File: src/design/sls_pkg.sv
package sls_pkg;

    localparam int CAPACITY  = 32;
    localparam int WORD_BITS = 32;

    // field widths of the stream payload
    localparam int VALUE_BITS = 32;
    localparam int POS_BITS   = 5;
    localparam int COUNT_BITS = 6;
    localparam int ACT_BITS   = 2;

    localparam int S_DATA_W = ((VALUE_BITS + POS_BITS + 7) / 8) * 8;
    localparam int M_RAW_W  = 1 + VALUE_BITS + COUNT_BITS + 1 + 1;
    localparam int M_DATA_W = ((M_RAW_W + 7) / 8) * 8;

    localparam int ADDR_W = $clog2(CAPACITY);
    localparam int CNT_W  = $clog2(CAPACITY + 1);

    typedef logic [WORD_BITS-1:0] t_word;
    typedef logic [ADDR_W-1:0]    t_addr;
    typedef logic [CNT_W-1:0]     t_cnt;

    typedef enum logic [ACT_BITS-1:0] {
        ACT_APPEND = 2'd0,
        ACT_REMOVE = 2'd1,
        ACT_CLEAR  = 2'd2,
        ACT_READ   = 2'd3
    } t_action;

    typedef enum logic [2:0] {
        S_IDLE,
        S_READ,
        S_READ_DATA,
        S_SEARCH,
        S_SHIFT,
        S_DONE
    } t_state;

    typedef struct packed {
        logic  we;
        t_addr waddr;
        t_word wdata;
        t_addr raddr;
    } t_ram_req;

    typedef struct packed {
        logic                  ok;
        logic [VALUE_BITS-1:0] rdata;
        t_cnt                  count;
    } t_result;

endpackage

File: src/design/sls_ram.sv
module sls_ram (
    input  logic              i_clk,
    input  sls_pkg::t_ram_req i_req,
    output sls_pkg::t_word    o_rd_data
);
    import sls_pkg::*;

    t_word r_mem [CAPACITY];
    t_word r_rd_data;

    always_ff @(posedge i_clk) begin
        if (i_req.we) begin
            r_mem[i_req.waddr] <= i_req.wdata;
        end
    end

    always_ff @(posedge i_clk) begin
        r_rd_data <= r_mem[i_req.raddr];
    end

    assign o_rd_data = r_rd_data;

endmodule

File: src/design/sls_ctrl.sv
module sls_ctrl (
    input  logic                             i_clk,
    input  logic                             i_rst_n,
    input  logic                             i_valid,
    output logic                             o_ready,
    input  sls_pkg::t_action                 i_action,
    input  logic [sls_pkg::VALUE_BITS-1:0]   i_value,
    input  logic [sls_pkg::POS_BITS-1:0]     i_position,
    output sls_pkg::t_ram_req                o_ram,
    input  sls_pkg::t_word                   i_rd_data,
    output logic                             o_res_valid,
    input  logic                             i_res_ready,
    output sls_pkg::t_result                 o_res
);
    import sls_pkg::*;

    t_state r_state, n_state;
    t_cnt   r_count, n_count;
    t_cnt   r_idx,   n_idx;
    logic   r_chk,   n_chk;
    logic   r_ok,    n_ok;
    t_word  r_value, n_value;
    logic [VALUE_BITS-1:0] r_rdata, n_rdata;

    logic  in_fire;
    logic  in_range;
    logic  hit;
    logic  idx_lt_cnt;
    t_cnt  idx_m2;

    assign in_fire    = i_valid && o_ready;
    assign in_range   = 32'(i_position) < 32'(r_count);
    assign hit        = (i_rd_data == r_value);
    assign idx_lt_cnt = (r_idx < r_count);
    assign idx_m2     = r_idx - CNT_W'(2);

    always_comb begin
        n_state = r_state;
        unique case (r_state)
            S_IDLE: begin
                if (i_valid) begin
                    unique case (i_action)
                        ACT_APPEND: n_state = S_DONE;
                        ACT_CLEAR:  n_state = S_DONE;
                        ACT_REMOVE: n_state = S_SEARCH;
                        ACT_READ:   n_state = in_range ? S_READ : S_DONE;
                        default:    n_state = S_DONE;
                    endcase
                end
            end
            S_READ:      n_state = S_READ_DATA;
            S_READ_DATA: n_state = S_DONE;
            S_SEARCH: begin
                if (r_chk && hit) begin
                    n_state = S_SHIFT;
                end else if (!idx_lt_cnt) begin
                    n_state = S_DONE;
                end
            end
            S_SHIFT: begin
                if (!r_chk) begin
                    n_state = S_DONE;
                end
            end
            S_DONE: begin
                if (i_res_ready) begin
                    n_state = S_IDLE;
                end
            end
            default: n_state = S_IDLE;
        endcase
    end

    always_comb begin
        n_count = r_count;
        n_idx   = r_idx;
        n_chk   = r_chk;
        n_ok    = r_ok;
        n_value = r_value;
        n_rdata = r_rdata;

        o_ram.we    = 1'b0;
        o_ram.waddr = r_count[ADDR_W-1:0];
        o_ram.wdata = WORD_BITS'(i_value);
        // the read port always follows the scan index
        o_ram.raddr = r_idx[ADDR_W-1:0];

        o_ready     = (r_state == S_IDLE);
        o_res_valid = (r_state == S_DONE);

        unique case (r_state)
            S_IDLE: begin
                if (i_valid) begin
                    n_value = WORD_BITS'(i_value);
                    n_idx   = '0;
                    n_chk   = 1'b0;
                    n_ok    = 1'b0;
                    n_rdata = '0;
                    unique case (i_action)
                        ACT_APPEND: begin
                            if (32'(r_count) < CAPACITY) begin
                                o_ram.we = 1'b1;
                                n_count  = r_count + 1'b1;
                                n_ok     = 1'b1;
                            end
                        end
                        ACT_CLEAR: begin
                            n_count = '0;
                            n_ok    = 1'b1;
                        end
                        ACT_READ: begin
                            if (in_range) begin
                                n_idx = CNT_W'(i_position);
                            end
                        end
                        default: ;
                    endcase
                end
            end
            S_READ: ;
            S_READ_DATA: begin
                n_ok    = 1'b1;
                n_rdata = VALUE_BITS'(i_rd_data);
            end
            S_SEARCH: begin
                // read data holds the entry below the scan index when r_chk is set
                if ((r_chk && hit) || idx_lt_cnt) begin
                    n_idx = r_idx + 1'b1;
                    n_chk = idx_lt_cnt;
                end
            end
            S_SHIFT: begin
                if (r_chk) begin
                    o_ram.we    = 1'b1;
                    o_ram.waddr = idx_m2[ADDR_W-1:0];
                    o_ram.wdata = i_rd_data;
                    n_idx       = r_idx + 1'b1;
                    n_chk       = idx_lt_cnt;
                end else begin
                    n_count = r_count - 1'b1;
                    n_ok    = 1'b1;
                end
            end
            S_DONE: ;
            default: ;
        endcase
    end

    always_ff @(posedge i_clk) begin
        if (!i_rst_n) begin
            r_state <= S_IDLE;
            r_count <= '0;
            r_idx   <= '0;
            r_chk   <= 1'b0;
        end else begin
            r_state <= n_state;
            r_count <= n_count;
            r_idx   <= n_idx;
            r_chk   <= n_chk;
        end
    end

    always_ff @(posedge i_clk) begin
        r_ok    <= n_ok;
        r_value <= n_value;
        r_rdata <= n_rdata;
    end

    assign o_res.ok    = r_ok;
    assign o_res.rdata = r_rdata;
    assign o_res.count = r_count;

    a_count_bound: assert property (@(posedge i_clk) disable iff (!i_rst_n)
        32'(r_count) <= CAPACITY)
        else $error("entry count above capacity");

    a_write_state: assert property (@(posedge i_clk) disable iff (!i_rst_n)
        o_ram.we |-> (r_state == S_IDLE || r_state == S_SHIFT))
        else $error("memory write outside append or shift");

    a_append_count: assert property (@(posedge i_clk) disable iff (!i_rst_n)
        (in_fire && i_action == ACT_APPEND && 32'(r_count) < CAPACITY)
        |=> (r_count == $past(r_count) + 1'b1))
        else $error("append did not advance count");

    a_scan_bound: assert property (@(posedge i_clk) disable iff (!i_rst_n)
        (r_state == S_SEARCH) |-> (r_idx <= r_count))
        else $error("search index beyond count");

    a_shift_source: assert property (@(posedge i_clk) disable iff (!i_rst_n)
        (r_state == S_SHIFT && r_chk) |-> (r_idx >= CNT_W'(2)))
        else $error("shift write below list start");

endmodule

File: src/design/sequential_list_store.sv
// Append, clear, out-of-range read: the accept goes straight to S_DONE, whose result loads the output register.
// Read in range: S_READ and S_READ_DATA come before S_DONE, set by the registered memory read port.
// Remove: S_SEARCH scans for the value and, when found, S_SHIFT moves the entries above it down one place;
// one memory read per cycle drives the search, then the shift, over at most the whole list.
// One transaction at a time: s_tready returns once the result has moved to the output register.
// Synchronous active-low reset empties the list; the stored words stay undefined until written.
module sequential_list_store (
    input  logic                           i_clk,
    input  logic                           i_rst_n,
    input  logic                           i_s_tvalid,
    output logic                           o_s_tready,
    // value [31:0], position [36:32], zero pad above
    input  logic [sls_pkg::S_DATA_W-1:0]   i_s_tdata,
    // action [1:0]
    input  logic [sls_pkg::ACT_BITS-1:0]   i_s_tuser,
    output logic                           o_m_tvalid,
    input  logic                           i_m_tready,
    // ok [0], read_value [32:1], count [38:33], is_empty [39], is_full [40], zero pad above
    output logic [sls_pkg::M_DATA_W-1:0]   o_m_tdata
);
    import sls_pkg::*;

    t_ram_req ram_req;
    t_word    rd_data;
    logic     res_valid;
    logic     res_ready;
    t_result  res;

    logic                  r_m_valid;
    logic [M_DATA_W-1:0]   r_m_data;
    logic [M_DATA_W-1:0]   n_m_data;
    logic                  res_empty;
    logic                  res_full;

    sls_ctrl u_ctrl (
        .i_clk       (i_clk),
        .i_rst_n     (i_rst_n),
        .i_valid     (i_s_tvalid),
        .o_ready     (o_s_tready),
        .i_action    (t_action'(i_s_tuser)),
        .i_value     (i_s_tdata[VALUE_BITS-1:0]),
        .i_position  (i_s_tdata[VALUE_BITS +: POS_BITS]),
        .o_ram       (ram_req),
        .i_rd_data   (rd_data),
        .o_res_valid (res_valid),
        .i_res_ready (res_ready),
        .o_res       (res)
    );

    sls_ram u_ram (
        .i_clk     (i_clk),
        .i_req     (ram_req),
        .o_rd_data (rd_data)
    );

    assign res_ready = !r_m_valid || i_m_tready;
    assign res_empty = (res.count == '0);
    assign res_full  = (32'(res.count) == CAPACITY);

    always_comb begin
        n_m_data = '0;
        n_m_data[M_RAW_W-1:0] = {res_full, res_empty, COUNT_BITS'(res.count),
                                 res.rdata, res.ok};
    end

    always_ff @(posedge i_clk) begin
        if (!i_rst_n) begin
            r_m_valid <= 1'b0;
        end else if (res_ready) begin
            r_m_valid <= res_valid;
        end
    end

    // hold the payload while the transaction is stalled
    always_ff @(posedge i_clk) begin
        if (res_ready && res_valid) begin
            r_m_data <= n_m_data;
        end
    end

    assign o_m_tvalid = r_m_valid;
    assign o_m_tdata  = r_m_data;

endmodule
File: config.mk
export PLATFORM = sky130hd
export DESIGN_NAME = sequential_list_store
export DESIGN_NICKNAME = d
export VERILOG_FILES = /design/src/design/sls_pkg.sv /design/src/design/sls_ram.sv /design/src/design/sls_ctrl.sv /design/src/design/sequential_list_store.sv
export SDC_FILE = /design/constraint.sdc
export NUM_CORES = 1
export LEC_CHECK = 0
export BUFFER_PORTS_ARGS = -buffer_cell sky130_fd_sc_hd__buf_4
export CORE_MARGIN = 2
export CORE_UTILIZATION = 40
export CTS_CLUSTER_SIZE = 16
export DETAILED_ROUTE_END_ITERATION = 12
export GPL_TIMING_DRIVEN = 0
export PLACE_DENSITY_LB_ADDON = 0.2
export SYNTH_ARGS = -nofsm -noshare
export SYNTH_HDL_FRONTEND = slang
export SYNTH_SLANG_ARGS = --single-unit
File: constraint.sdc
create_clock -name i_clk -period 4.4 [get_ports i_clk]
set_input_delay 0.44 -clock i_clk [delete_from_list [all_inputs] [get_ports i_clk]]
set_output_delay 0.44 -clock i_clk [all_outputs]
set_load 0.005 [all_outputs]
==> metrics.md <==
| Metric | Value |
|---|---|
| Setup CP Type | register to register |
| PwrDens | 499 nW/um^2 |
| Sequential share of power | between 40% and 50% |
| First-pass GRT wire length | about 170 mm |
| Worst-margin pin slew | about 1.4 ns |
| Post-synth EDFFs | around 1100 |
| GRT Total Usage | a little over a fifth |
| Clk sink count | ~1200 |
| Synthesis-stage register bit count | ~1200 |
| Slew HR | 5.47% |
| Worst vdd ir | between 0.0003 and 0.0004 V |
| CP dominant cell by count | buf_6 |
| Avg Cell Area, Syn | approximately 22 sq um |
| Setup crit end kind | register |
| Skew-Pair Late Insertion Delay | slightly above 0.7 ns |
| WHS Endpoint | u_ctrl.r_idx[1]$_SDFFE_PN0P_ |
| Site row count | about 120 |
| Routed WL | 124 mm |
| Core area | between 100000 and 150000 sq um |
| Worst hold path type | input port to register |
| R2R cell count | 12 |
| IO Pins | 96 |
| Status | finished, violations left |
| Vias per cell | around 5.7 |
| Final Cycle Share | 105% |
| Placed Cells incl. Taps | between 3000 and 4000 |
| Max FO, Critical Path | 10 |
| Total congestion overflow | 0 |
| Placer Congestion | 0.820 |
| Drt wl/cell | slightly above 30 um |
| Switching power | between 0.006 and 0.007 W |
| Area growth syn-to-layout | 19.8% |
| Largest net degree at the start of global routing | 33 |
| Hold path cells | 3 |
| Util after Layout | between 40% and 50% |
| Remaining antenna violation count after routing | 0 |
| Post-DP HPWL | between 80 and 90 mm |
| Synthesized netlist cell count | between 2000 and 2500 |
| CTS tree | yes |
| Clock root cell | clkbuf_16 |
| Commonest non-fill, non-tap cell in the layout | edfxtp_1 |
| Sw Share | approximately a quarter |
| Max-slew violations | 0 |
| Die W | roughly 340 um |
| CP peak stage delay | 0.81 ns |
| Die area | 116000 sq um |
| Top_reg_cell synth | edfxtp_1 |
| Min-delay src | i_s_tdata[33] |
| WP data required | 4.79 ns |
| Worst-path clk slew | 0.07 ns |
| Clock period minus worst slack | about 4.6 ns |
| Critical Path, Cell by Cell | clkbuf_2 -> clkbuf_2 -> buf_2 -> inv_2 -> ha_1 -> xnor2_1 -> a21oi_1 -> nand2_1 -> nor3_2 -> buf_6 -> buf_6 -> buf_6 |
| Vias | approximately 23000 |
| RSZ-0062 raised after global routing | yes |
| Synth warn | 0 |
| CP max-delay cell | nor3_2 |
| Reg2reg end | u_ram.r_mem[27][15]$_DFFE_PP_ |
| Clk_skew | 0.0312 ns |
| Logic pwr share | between 10% and 20% |
| Final Setup Violations | 62 |
| Total power | about 0.027 W |
| Detailed Route Iter0 Violations | 3361 |
| CTS Buf Count | about 120 |
| Port Buffers | 85 |
| Clk network pwr share | 36.4% |
| Ant. Diodes | 0 |
| Final nets | about 2500 |
| Post-Place Worst Slack | -1.08 ns |
| Final worst slack | -0.225 ns |
| Clk buf depth | 3 |
| Vias in the first global route | around 23000 |
| Max-cap viol count | 0 |
| Layout cells sized above 1 | about a third |
| Arrival time worst endpoint | 5.02 ns |
| Pint | 0.0202 W |
| Drt pass-1 iters | 6 |
| Maximum clock rate | approximately 220 MHz |
| Unique masters post-synth | 50 |
| Initial Util | between 40% and 50% |
| Setup TNS | -5.55 ns |
| Initial antenna violation count | 8 |
| R2r startpoint | u_ctrl.r_idx[1]$_SDFFE_PN0P_ |
| H-tree levels | 3 |
| Most frequent cells in the layout | edfxtp_1 (1130), mux4_2 (320), buf_4 (129), clkbuf_16 (121), buf_6 (116) |
| Final hold violation count | 0 |
| DIE HEIGHT | 341 um |
| Static leakage | about 17 nW |
| Failing checks | negative setup slack |
| Post-synthesis cell area | 45400 sq um |
| Asr flop ratio synth | 0% |
| Reg2Reg Setup Slack | -0.22 ns |
| Setup crit start kind | register |
| Residual DRC | 0 |
| Post-synthesis sequential area ratio | about three quarters |
| Cell Count, Final, Fillers Out | around 4000 |
through the flow:
stage	hold slack, ns	instance area (sq um)
3_5_place_dp	0.405	49900
5_1_grt	0.0903	54300
2_1_floorplan	0.400	45400
4_1_cts	0.0648	54100
6_report	0.114	54300
3_3_place_gp	0.406	47900
power by group through the flow:
| stage | combinational (W) | clock (W) | sequential, W |
|---|---|---|---|
| finish | 0.00421 | 0.00988 | 0.0130 |
| global route | 0.00443 | 0.0105 | 0.0131 |
| CTS | 0.00423 | 0.0101 | 0.0130 |
| detailed placement | 0.00418 | 0 | 0.0133 |
| global placement | 0.00406 | 0 | 0.0133 |
| floorplan | 0.00265 | 0 | 0.0131 |
state kept, by name, indices dropped and copies added, names as in the netlist:
signal / cells
u_ctrl.r_state: 3
u_ctrl.r_value: 32
o_m_tvalid: 1
u_ctrl.r_ok: 1
u_ctrl.r_idx: 6
u_ram.r_mem: 1024
u_ctrl.r_rdata: 32
o_m_tdata: 41
u_ram.o_rd_data: 32
u_ctrl.r_count: 6
u_ctrl.r_chk: 1
routing by layer:
metal | wire length, um | global-route usage, % | vias up
li1 | - | - | 9426
met1 | 53200 | 31.9 | 12473
met2 | 55800 | 32.4 | 1271
met3 | 11800 | 4.35 | 227
met4 | 3640 | 5.82 | 4
met5 | 27 | 0 | -
repair_timing:
| item | 4_1_cts | 5_1_grt |
|---|---|---|
| hold buffers | 33 | 0 |
| buffers inserted | 2 | 27 |
| setup endpoints to repair | 1019 | 303 |
| pin swaps | 1 | 14 |
| endpoints found under the hold margin | 33 | 0 |
| gates resized for setup | 11 | 1 |
synthesized netlist by cell type (2+ instances only):
cell,instances,area share [%]
nor4_1,2,0.028
nor2b_1,6,0.083
mux4_2,320,16
a22oi_1,2,0.033
dfxtp_1,49,2.2
a21oi_1,31,0.34
nor4b_1,3,0.058
nand2b_1,7,0.097
o21ai_1,7,0.077
xnor2_1,33,0.64
and3_1,4,0.055
mux2_2,32,0.79
nor2_1,25,0.21
buf_4,8,0.13
and2_1,33,0.46
buf_2,23,0.25
nand3_1,13,0.14
or4_1,2,0.033
nand4_1,10,0.14
inv_1,10,0.083
a21o_1,5,0.083
nor3_1,53,0.58
inv_2,2,0.017
edfxtp_1,1130,75
xor2_1,5,0.097
a311oi_1,2,0.039
ha_1,15,0.41
nand2_1,115,0.95
buf_6,8,0.20
a211oi_1,7,0.12
o21ai_0,8,0.088
clkbuf_1,60,0.50
and3b_1,2,0.039
a211o_1,2,0.039
buf_1,11,0.091
worst max path at each step:
stage	startpoint	to	slack [ns]	depth (start not counted)
floorplan	u_ctrl.r_idx[1]$_SDFFE_PN0P_	u_ram.r_mem[25][0]$_DFFE_PP_	-0.30	9
detailed placement	u_ctrl.r_idx[1]$_SDFFE_PN0P_	u_ram.r_mem[28][10]$_DFFE_PP_	-1.08	11
global placement	u_ctrl.r_idx[1]$_SDFFE_PN0P_	u_ram.r_mem[23][11]$_DFFE_PP_	-5.66	9
CTS	u_ctrl.r_idx[1]$_SDFFE_PN0P_	u_ram.r_mem[27][15]$_DFFE_PP_	0.009	12
finish	u_ctrl.r_idx[1]$_SDFFE_PN0P_	u_ram.r_mem[27][15]$_DFFE_PP_	-0.22	12
global route	u_ctrl.r_idx[1]$_SDFFE_PN0P_	u_ram.r_mem[27][15]$_DFFE_PP_	-0.21	12
worst max-delay path: cells and delay by family, from the launching register on:
kind	cells	cell delay, ns
buffers and inverters	7	2.05
AO/OA/AOI/OAI	1	0.31
XOR/XNOR	1	0.15
adder cells (fa/ha/maj)	1	0.22
AND/OR/NAND/NOR	2	1.15
flip-flops	1	0.40
logic make-up after synthesis:
kind of cell	count (synthesis)	share of synthesized area, %
DFF	1179	76.9
AOI/OAI and AO/OA	72	0.968
muxes	352	16.7
and+or+nand+nor	281	2.98
xor gates and xnor gates	38	0.734
adders and majority gates	15	0.414
buffers and inverters	122	1.27
other	1	0.00826
cell type report:
type	count	area (sq um)
fillers	9016	58200
flip-flops and latches	1179	34900
multi-input cells	765	10200
clock buffers	154	3230
repair buffers	288	2960
well taps	1500	1880
clock inverters	73	607
plain buffers	110	537
inverters	12	45.0
Power figures use the tool's default switching activity.
